$ cat config.mk
export PLATFORM = sky130hd
export DESIGN_NAME = sha256_stream_hasher_core
export DESIGN_NICKNAME = d
export VERILOG_FILES = /design/src/sha256_pkg.sv /design/src/sha256_stream_hasher_core.sv
export SDC_FILE = /design/constraint.sdc
export NUM_CORES = 2
export LEC_CHECK = 0
export BUFFER_PORTS_ARGS = -buffer_cell sky130_fd_sc_hd__buf_2
export CAP_MARGIN = 20
export CORE_UTILIZATION = 24
export DETAILED_ROUTE_END_ITERATION = 12
export GPL_ROUTABILITY_DRIVEN = 0
export REMOVE_ABC_BUFFERS = 1
export SETUP_SLACK_MARGIN = 0.5
export SYNTH_ARGS = -nofsm -noshare
export SYNTH_HDL_FRONTEND = slang
export SYNTH_SLANG_ARGS = --single-unit
export TNS_END_PERCENT = 30
$ cat constraint.sdc
create_clock -name clk -period 42.6 [get_ports clk]
set_input_delay 6.39 -clock clk [delete_from_list [all_inputs] [get_ports clk]]
set_output_delay 6.39 -clock clk [all_outputs]
set_load 0.1 [all_outputs]
$ cat src/sha256_pkg.sv
// SHA-256 hasher package: sequencer states, round constants, initial hash
// values and the sigma functions. No dependencies.
package sha256_pkg;

  typedef enum logic [2:0] {
    ST_IDLE,
    ST_PAD,
    ST_ROUND,
    ST_FINAL,
    ST_DONE
  } state_t;

  localparam logic [31:0] H_INIT [8] = '{
    32'h6a09e667, 32'hbb67ae85, 32'h3c6ef372, 32'ha54ff53a,
    32'h510e527f, 32'h9b05688c, 32'h1f83d9ab, 32'h5be0cd19
  };

  localparam logic [31:0] ROUND_K [64] = '{
    32'h428a2f98, 32'h71374491, 32'hb5c0fbcf, 32'he9b5dba5,
    32'h3956c25b, 32'h59f111f1, 32'h923f82a4, 32'hab1c5ed5,
    32'hd807aa98, 32'h12835b01, 32'h243185be, 32'h550c7dc3,
    32'h72be5d74, 32'h80deb1fe, 32'h9bdc06a7, 32'hc19bf174,
    32'he49b69c1, 32'hefbe4786, 32'h0fc19dc6, 32'h240ca1cc,
    32'h2de92c6f, 32'h4a7484aa, 32'h5cb0a9dc, 32'h76f988da,
    32'h983e5152, 32'ha831c66d, 32'hb00327c8, 32'hbf597fc7,
    32'hc6e00bf3, 32'hd5a79147, 32'h06ca6351, 32'h14292967,
    32'h27b70a85, 32'h2e1b2138, 32'h4d2c6dfc, 32'h53380d13,
    32'h650a7354, 32'h766a0abb, 32'h81c2c92e, 32'h92722c85,
    32'ha2bfe8a1, 32'ha81a664b, 32'hc24b8b70, 32'hc76c51a3,
    32'hd192e819, 32'hd6990624, 32'hf40e3585, 32'h106aa070,
    32'h19a4c116, 32'h1e376c08, 32'h2748774c, 32'h34b0bcb5,
    32'h391c0cb3, 32'h4ed8aa4a, 32'h5b9cca4f, 32'h682e6ff3,
    32'h748f82ee, 32'h78a5636f, 32'h84c87814, 32'h8cc70208,
    32'h90befffa, 32'ha4506ceb, 32'hbef9a3f7, 32'hc67178f2
  };

  localparam logic [7:0] PAD_MARK   = 8'h80;
  localparam logic [5:0] LEN_OFFSET = 6'd56;

  function automatic logic [31:0] rotr(input logic [31:0] x, input int unsigned n);
    return (x >> n) | (x << (32 - n));
  endfunction

  function automatic logic [31:0] big_sigma0(input logic [31:0] x);
    return rotr(x, 2) ^ rotr(x, 13) ^ rotr(x, 22);
  endfunction

  function automatic logic [31:0] big_sigma1(input logic [31:0] x);
    return rotr(x, 6) ^ rotr(x, 11) ^ rotr(x, 25);
  endfunction

  function automatic logic [31:0] small_sigma0(input logic [31:0] x);
    return rotr(x, 7) ^ rotr(x, 18) ^ (x >> 3);
  endfunction

  function automatic logic [31:0] small_sigma1(input logic [31:0] x);
    return rotr(x, 17) ^ rotr(x, 19) ^ (x >> 10);
  endfunction

endpackage

$ cat src/sha256_stream_hasher_core.sv
// SHA-256 byte-stream hasher. Uses sha256_pkg.
// A byte is taken while the sequencer idles; a byte that fills a block starts
// the rounds, then a finalize step. Throughput is set by the single shared
// round unit, as no byte is taken while a block is compressed. An end-of-message
// transaction pushes 9 to 72 pad bytes at one per cycle, one or two compressions,
// then loads the digest register. Reset (synchronous) idles the sequencer,
// loads the initial hash, clears counts; block buffer is not cleared.
module sha256_stream_hasher_core (
  input  logic        clk,
  input  logic        rst,
  input  logic        in_valid,
  output logic        in_ready,
  input  logic [7:0]  msg_byte,
  input  logic        has_byte,
  input  logic        end_of_message,
  output logic        out_valid,
  input  logic        out_ready,
  output logic [63:0] digest_w01,
  output logic [63:0] digest_w23,
  output logic [63:0] digest_w45,
  output logic [63:0] digest_w67
);
  import sha256_pkg::*;

  state_t        state, state_next;
  logic [511:0]  blk;        // byte buffer, then schedule window W[t..t+15]
  logic [5:0]    fill;
  logic [63:0]   bits;
  logic [5:0]    rnd;
  logic          pad_on, sent80, len_done;
  logic          pad_wrap;   // 0x80 landed at offset 56..62, length goes in next block
  logic [31:0]   hash [8];
  logic [31:0]   v [8];

  logic          push;
  logic [7:0]    push_byte;
  logic [7:0]    pad_byte;
  logic [63:0]   len_shift;
  logic [31:0]   w0, w1, w9, w14, w_new;
  logic [31:0]   t1, t2;
  logic          out_free;

  assign in_ready = (state == ST_IDLE);
  assign out_free = !out_valid || out_ready;

  assign w0  = blk[511 -: 32];
  assign w1  = blk[479 -: 32];
  assign w9  = blk[223 -: 32];
  assign w14 = blk[63 -: 32];
  assign w_new = small_sigma1(w14) + w9 + small_sigma0(w1) + w0;

  assign t1 = v[7] + big_sigma1(v[4]) + ((v[4] & v[5]) ^ (~v[4] & v[6]))
            + ROUND_K[rnd] + w0;
  assign t2 = big_sigma0(v[0]) + ((v[0] & v[1]) ^ (v[0] & v[2]) ^ (v[1] & v[2]));

  // big-endian length byte at offsets 56..63
  assign len_shift = bits >> {~fill[2:0], 3'b000};

  always_comb begin
    if (!sent80) begin
      pad_byte = PAD_MARK;
    end else if ((fill < LEN_OFFSET) || pad_wrap) begin
      pad_byte = 8'h00;
    end else begin
      pad_byte = len_shift[7:0];
    end
  end

  always_comb begin
    state_next = state;
    push       = 1'b0;
    push_byte  = msg_byte;
    unique case (state)
      ST_IDLE: begin
        if (in_valid) begin
          push = has_byte;
          if (has_byte && (fill == 6'd63)) begin
            state_next = ST_ROUND;
          end else if (end_of_message) begin
            state_next = ST_PAD;
          end
        end
      end
      ST_PAD: begin
        push      = 1'b1;
        push_byte = pad_byte;
        if (fill == 6'd63) begin
          state_next = ST_ROUND;
        end
      end
      ST_ROUND: begin
        if (rnd == 6'd63) begin
          state_next = ST_FINAL;
        end
      end
      ST_FINAL: begin
        if (pad_on && len_done) begin
          state_next = ST_DONE;
        end else if (pad_on) begin
          state_next = ST_PAD;
        end else begin
          state_next = ST_IDLE;
        end
      end
      ST_DONE: begin
        if (out_free) begin
          state_next = ST_IDLE;
        end
      end
      default: state_next = ST_IDLE;
    endcase
  end

  always_ff @(posedge clk) begin
    if (rst) begin
      state     <= ST_IDLE;
      fill      <= '0;
      bits      <= '0;
      rnd       <= '0;
      pad_on    <= 1'b0;
      sent80    <= 1'b0;
      len_done  <= 1'b0;
      pad_wrap  <= 1'b0;
      out_valid <= 1'b0;
      for (int i = 0; i < 8; i++) hash[i] <= H_INIT[i];
    end else begin
      state <= state_next;

      if (push) begin
        blk  <= {blk[503:0], push_byte};
        fill <= fill + 6'd1;
      end

      if ((state == ST_IDLE) && in_valid) begin
        if (has_byte) bits <= bits + 64'd8;
        if (end_of_message) pad_on <= 1'b1;
      end

      if (state == ST_PAD) begin
        sent80 <= 1'b1;
        if (!sent80) begin
          pad_wrap <= (fill >= LEN_OFFSET) && (fill != 6'd63);
        end else if (fill == 6'd63) begin
          pad_wrap <= 1'b0;
        end
        if (sent80 && !pad_wrap && (fill == 6'd63)) len_done <= 1'b1;
      end

      if ((state_next == ST_ROUND) && (state != ST_ROUND)) begin
        rnd <= '0;
        for (int i = 0; i < 8; i++) v[i] <= hash[i];
      end

      if (state == ST_ROUND) begin
        blk  <= {blk[479:0], w_new};
        rnd  <= rnd + 6'd1;
        v[0] <= t1 + t2;
        v[1] <= v[0];
        v[2] <= v[1];
        v[3] <= v[2];
        v[4] <= v[3] + t1;
        v[5] <= v[4];
        v[6] <= v[5];
        v[7] <= v[6];
      end

      if (state == ST_FINAL) begin
        for (int i = 0; i < 8; i++) hash[i] <= hash[i] + v[i];
      end

      if ((state == ST_DONE) && out_free) begin
        digest_w01 <= {hash[0], hash[1]};
        digest_w23 <= {hash[2], hash[3]};
        digest_w45 <= {hash[4], hash[5]};
        digest_w67 <= {hash[6], hash[7]};
        out_valid  <= 1'b1;
        bits       <= '0;
        pad_on     <= 1'b0;
        sent80     <= 1'b0;
        len_done   <= 1'b0;
        for (int i = 0; i < 8; i++) hash[i] <= H_INIT[i];
      end else if (out_valid && out_ready) begin
        out_valid <= 1'b0;
      end
    end
  end

endmodule

==> Implementation_results.wiki <==
{| class="wikitable"
! Metric !! Value
|-
| Leakage Power || 0.0354 uW
|-
| Timing startpoint of the critical path || rnd[0]
|-
| Hold Path Class || flip-flop to flip-flop
|-
| Register cell area after layout || 0.0388 mm2
|-
| IR Drop Worst-Case VDD || 45.9 uV
|-
| Clock Root Buffer || sky130_fd_sc_hd__clkbuf_16
|-
| Endpoints failing hold || 0
|-
| Cell total after placement || 12,500
|-
| Layout overhead on the synthesized area || 14.1%
|-
| Initial Util || 24.2%
|-
| Combinational share of power || 14.4%
|-
| Most used DFF post-synth || sky130_fd_sc_hd__edfxtp_1
|-
| Largest net degree at the start of global routing || 182
|-
| Die Width || 582 um
|-
| Die height || 582 um
|-
| Placeable core area || 0.334 mm2
|-
| Worst slew slack as a fraction of its limit || 31.5%
|-
| Worst slack, placed || 31,950 ps
|-
| Slew at the pin closest to its max-slew limit || 1030 ps
|-
| Post-Route WL || 248,000 um
|-
| Floorplan die area || 0.339 mm2
|-
| Port Buffers || 271
|-
| Global-route wire length before repair || 367,000 um
|-
| Number of non-filler instances in the completed layout || 12,800
|-
| Drt drc || 0
|-
| Clock share of power || 41.8%
|-
| Async SR Flop Fraction || 0%
|-
| Path type of the worst setup path || flip-flop to flip-flop
|-
| Post-layout minimum cycle time || 9830 ps
|-
| HPWL after detailed placement || 182,000 um
|-
| Clock network latency to the later pin of the worst-skew pair || 860 ps
|-
| Clock-pin transition on the worst setup and hold timing paths || 60 ps
|-
| # rows || 212
|-
| Quantity of gates resized following cts || 0
|-
| Switching pwr || 927 uW
|-
| Min-delay src || pad_on
|-
| Post-CTS Setup Repair Bufs || 0
|-
| Switching share of power || 27.2%
|-
| Synth Register Bits || 1,361
|-
| Number of max-slew violations in the final report || 0
|-
| Result of the run || completed
|-
| TritonCTS buffer count || 156
|-
| Crit-path slowest cell || sky130_fd_sc_hd__ha_1
|-
| Fraction of the yosys area taken by sequential cells || 48.0%
|-
| Number of warning messages in the yosys log || 0
|-
| Share of Yosys cell area claimed by the top area cell type || 42.9%
|-
| Via count normalized by instance count || 4.68
|-
| Violation count after the first detailed-routing iteration || 6,816
|-
| DR pass1 iterations || 9
|-
| Number of flops mapped to enable cells by yosys || 1,152
|-
| Setup-violating endpoint count in the final report || 0
|-
| Post-synthesis cell count || 8,228
|-
| Number of library cell types mapped by synthesis || 108
|-
| Max-cap check violation count || 0
|-
| Count of pins on the block boundary || 272
|-
| Overflow left after global routing || 0
|-
| Proportion of layout cells with a drive suffix above 1 || 9.01%
|-
| Setup clock skew after layout || 66.1 ps
|-
| Clock tree from TritonCTS || yes
|-
| Critical Path Source Type || flip-flop
|-
| Share of the cycle needed by the critical path after routing || 23.1%
|-
| Fill count || 35,000
|-
| Tot GR Track Use || 14.2%
|-
| H-Tree Depth || 4
|-
| Endpoint type of the worst setup path || flip-flop
|-
| Clock sink total || 1,361
|-
| Multi-input gate area in the final layout || 0.0388 mm2
|-
| Routed wirelength normalized by instance count || 19.3 um
|-
| Maximum count of clock buffers along a single path || 3
|-
| Initial antenna violation count || 14
|-
| Minimum setup slack among reg-to-reg paths || 32,770 ps
|-
| Synth area leader || sky130_fd_sc_hd__edfxtp_1
|-
| Hold-fix buffer count after cts || 0
|-
| Mean instance size in the synthesized netlist || 9.81 um2
|-
| CP max stage delay || 540 ps
|-
| Via count of the first global-routing pass || 56,500
|-
| Required time of the critical path || 43,160 ps
|-
| Most area-consuming cells after synthesis || sky130_fd_sc_hd__edfxtp_1, sky130_fd_sc_hd__nand2_1, sky130_fd_sc_hd__ha_1, sky130_fd_sc_hd__dfxtp_1, sky130_fd_sc_hd__fa_1
|-
| Number of vias in the routed layout || 60,100
|-
| Library cell appearing most often on the critical path || sky130_fd_sc_hd__inv_1
|-
| Number of routed nets with antenna violations || 0
|-
| Power density relative to cell area || 37.0 mW/mm2
|-
| Setup WS post-layout || 32,770 ps
|-
| Critical Path Fanout Max || 16
|-
| Max Fclk || 102 MHz
|-
| Setup repair after global routing missed its margin || false
|-
| Portion of total power attributed to sequential cells || 43.8%
|-
| Syn Std Cell Area || 0.0807 mm2
|-
| Number of nets at the end of the flow || 8,905
|-
| Arrival time of the worst setup path || 10,390 ps
|-
| Reg-to-reg critical path startpoint || rnd[0]
|-
| Cell internal pwr || 2480 uW
|}
state kept, by name, summed over array words and instances, names as in the netlist:
name,cells
v,256
state,3
out_valid,1
blk,512
digest_w23,64
digest_w45,64
digest_w01,64
len_done,1
digest_w67,64
sent80,1
bits,61
fill,6
pad_wrap,1
pad_on,1
hash,256
rnd,6
through the flow:
step	instance area [um2]	total power [uW]	setup TNS, ps	utilization [%]	hold WS (ps)
after CTS	92100	3430	0	27.6	470
final	92100	3400	0	27.6	470
after floorplan	79100	1900	-4738150	-	439
after global placement	86600	2000	0	25.9	457
after global routing	92100	3540	0	27.6	486
after detailed placement	86600	2000	0	25.9	462
kinds of logic after synthesis:
family	after synthesis	share of synthesized area [%]
flops	1361	48.0
mux	137	2.13
simple gates	3099	16.0
buf+inv	848	3.96
fa+ha+maj	592	11.0
xor+xnor	615	6.67
compound gates	1576	12.2
Yosys cell counts (all sizes together), types with 12 or more instances:
| master | n |
|---|---|
| nand3b | 15 |
| and3 | 38 |
| a31oi | 59 |
| nand2 | 2149 |
| a311oi | 14 |
| a21o | 196 |
| and2 | 24 |
| mux2 | 86 |
| dfxtp | 209 |
| nand3 | 117 |
| ha | 393 |
| mux4 | 19 |
| buf | 35 |
| nor2b | 45 |
| o31ai | 36 |
| o21bai | 34 |
| nor3 | 102 |
| clkbuf | 386 |
| inv | 425 |
| o211ai | 46 |
| o21a | 71 |
| xor2 | 279 |
| or2 | 13 |
| nor2 | 396 |
| or3 | 50 |
| xnor2 | 336 |
| fa | 195 |
| a21oi | 406 |
| o311ai | 12 |
| edfxtp | 1152 |
| nand2b | 76 |
| a211oi | 69 |
| nand4 | 34 |
| o21ai | 500 |
| mux2i | 32 |
critical path: cells and delay by family (launching register included):
family | cells | cell delay, ps
mux | 1 | 480
xor+xnor | 3 | 710
simple gates | 9 | 1930
fa+ha+maj | 6 | 2430
compound gates | 12 | 2480
flops | 1 | 310
buf+inv | 6 | 1250
routing by layer:
metal / up-vias / global-route usage [%] / part of all wire (%)
met5: - / 0 / 0
met4: 0 / 5.24 / 3.7
met3: 393 / 2.85 / 7.3
met2: 2053 / 22.1 / 45
met1: 29100 / 19.5 / 44
li1: 28600 / - / -
power groups by stage:
stage	Sequential, uW	Combinational, uW	Clock (uW)
floorplan	1540	358	0
global placement	1520	483	0
detailed placement	1520	484	0
CTS	1490	488	1450
global route	1490	544	1500
finish	1490	491	1420
area by class of cell:
cell class              instances  area share (%)
diodes                         14          0.0380
clock buffers                 196            4.50
clock inverters                92            1.41
inverters                     427            1.75
multi-input cells            6019            42.2
flip-flops and latches       1361            42.1
well taps                    4387            5.96
repair buffers                338            2.08
worst paths after layout:
check,end,cells past startpoint
worst max-delay path,v[0][31],37
worst min-delay path,pad_on,2
worst max register to register,v[0][31],37
worst min register to register,pad_on,2
layout by cell type, fill, tap and decap left out, types with 33 or more instances in the layout:
master | netlist | final
sky130_fd_sc_hd__a211oi_1 | 65 | 65
sky130_fd_sc_hd__a21o_1 | 196 | 196
sky130_fd_sc_hd__a21oi_1 | 405 | 404
sky130_fd_sc_hd__a31oi_1 | 56 | 55
sky130_fd_sc_hd__and3_1 | 37 | 37
sky130_fd_sc_hd__buf_2 | 1 | 271
sky130_fd_sc_hd__buf_4 | 2 | 63
sky130_fd_sc_hd__clkbuf_16 | 0 | 157
sky130_fd_sc_hd__dfxtp_1 | 209 | 205
sky130_fd_sc_hd__edfxtp_1 | 1152 | 1152
sky130_fd_sc_hd__fa_1 | 195 | 195
sky130_fd_sc_hd__ha_1 | 393 | 393
sky130_fd_sc_hd__inv_1 | 424 | 423
sky130_fd_sc_hd__mux2_2 | 85 | 85
sky130_fd_sc_hd__nand2_1 | 2147 | 2146
sky130_fd_sc_hd__nand2b_1 | 76 | 74
sky130_fd_sc_hd__nand3_1 | 117 | 117
sky130_fd_sc_hd__nand4_1 | 34 | 34
sky130_fd_sc_hd__nor2_1 | 393 | 388
sky130_fd_sc_hd__nor2b_1 | 45 | 45
sky130_fd_sc_hd__nor3_1 | 100 | 99
sky130_fd_sc_hd__o211ai_1 | 45 | 45
sky130_fd_sc_hd__o21a_1 | 71 | 71
sky130_fd_sc_hd__o21ai_0 | 466 | 466
sky130_fd_sc_hd__o21ai_1 | 33 | 33
sky130_fd_sc_hd__o21bai_1 | 34 | 34
sky130_fd_sc_hd__o31ai_1 | 33 | 33
sky130_fd_sc_hd__or3_1 | 49 | 49
sky130_fd_sc_hd__xnor2_1 | 336 | 336
sky130_fd_sc_hd__xor2_1 | 279 | 279
(Power assumes the default switching activity.)
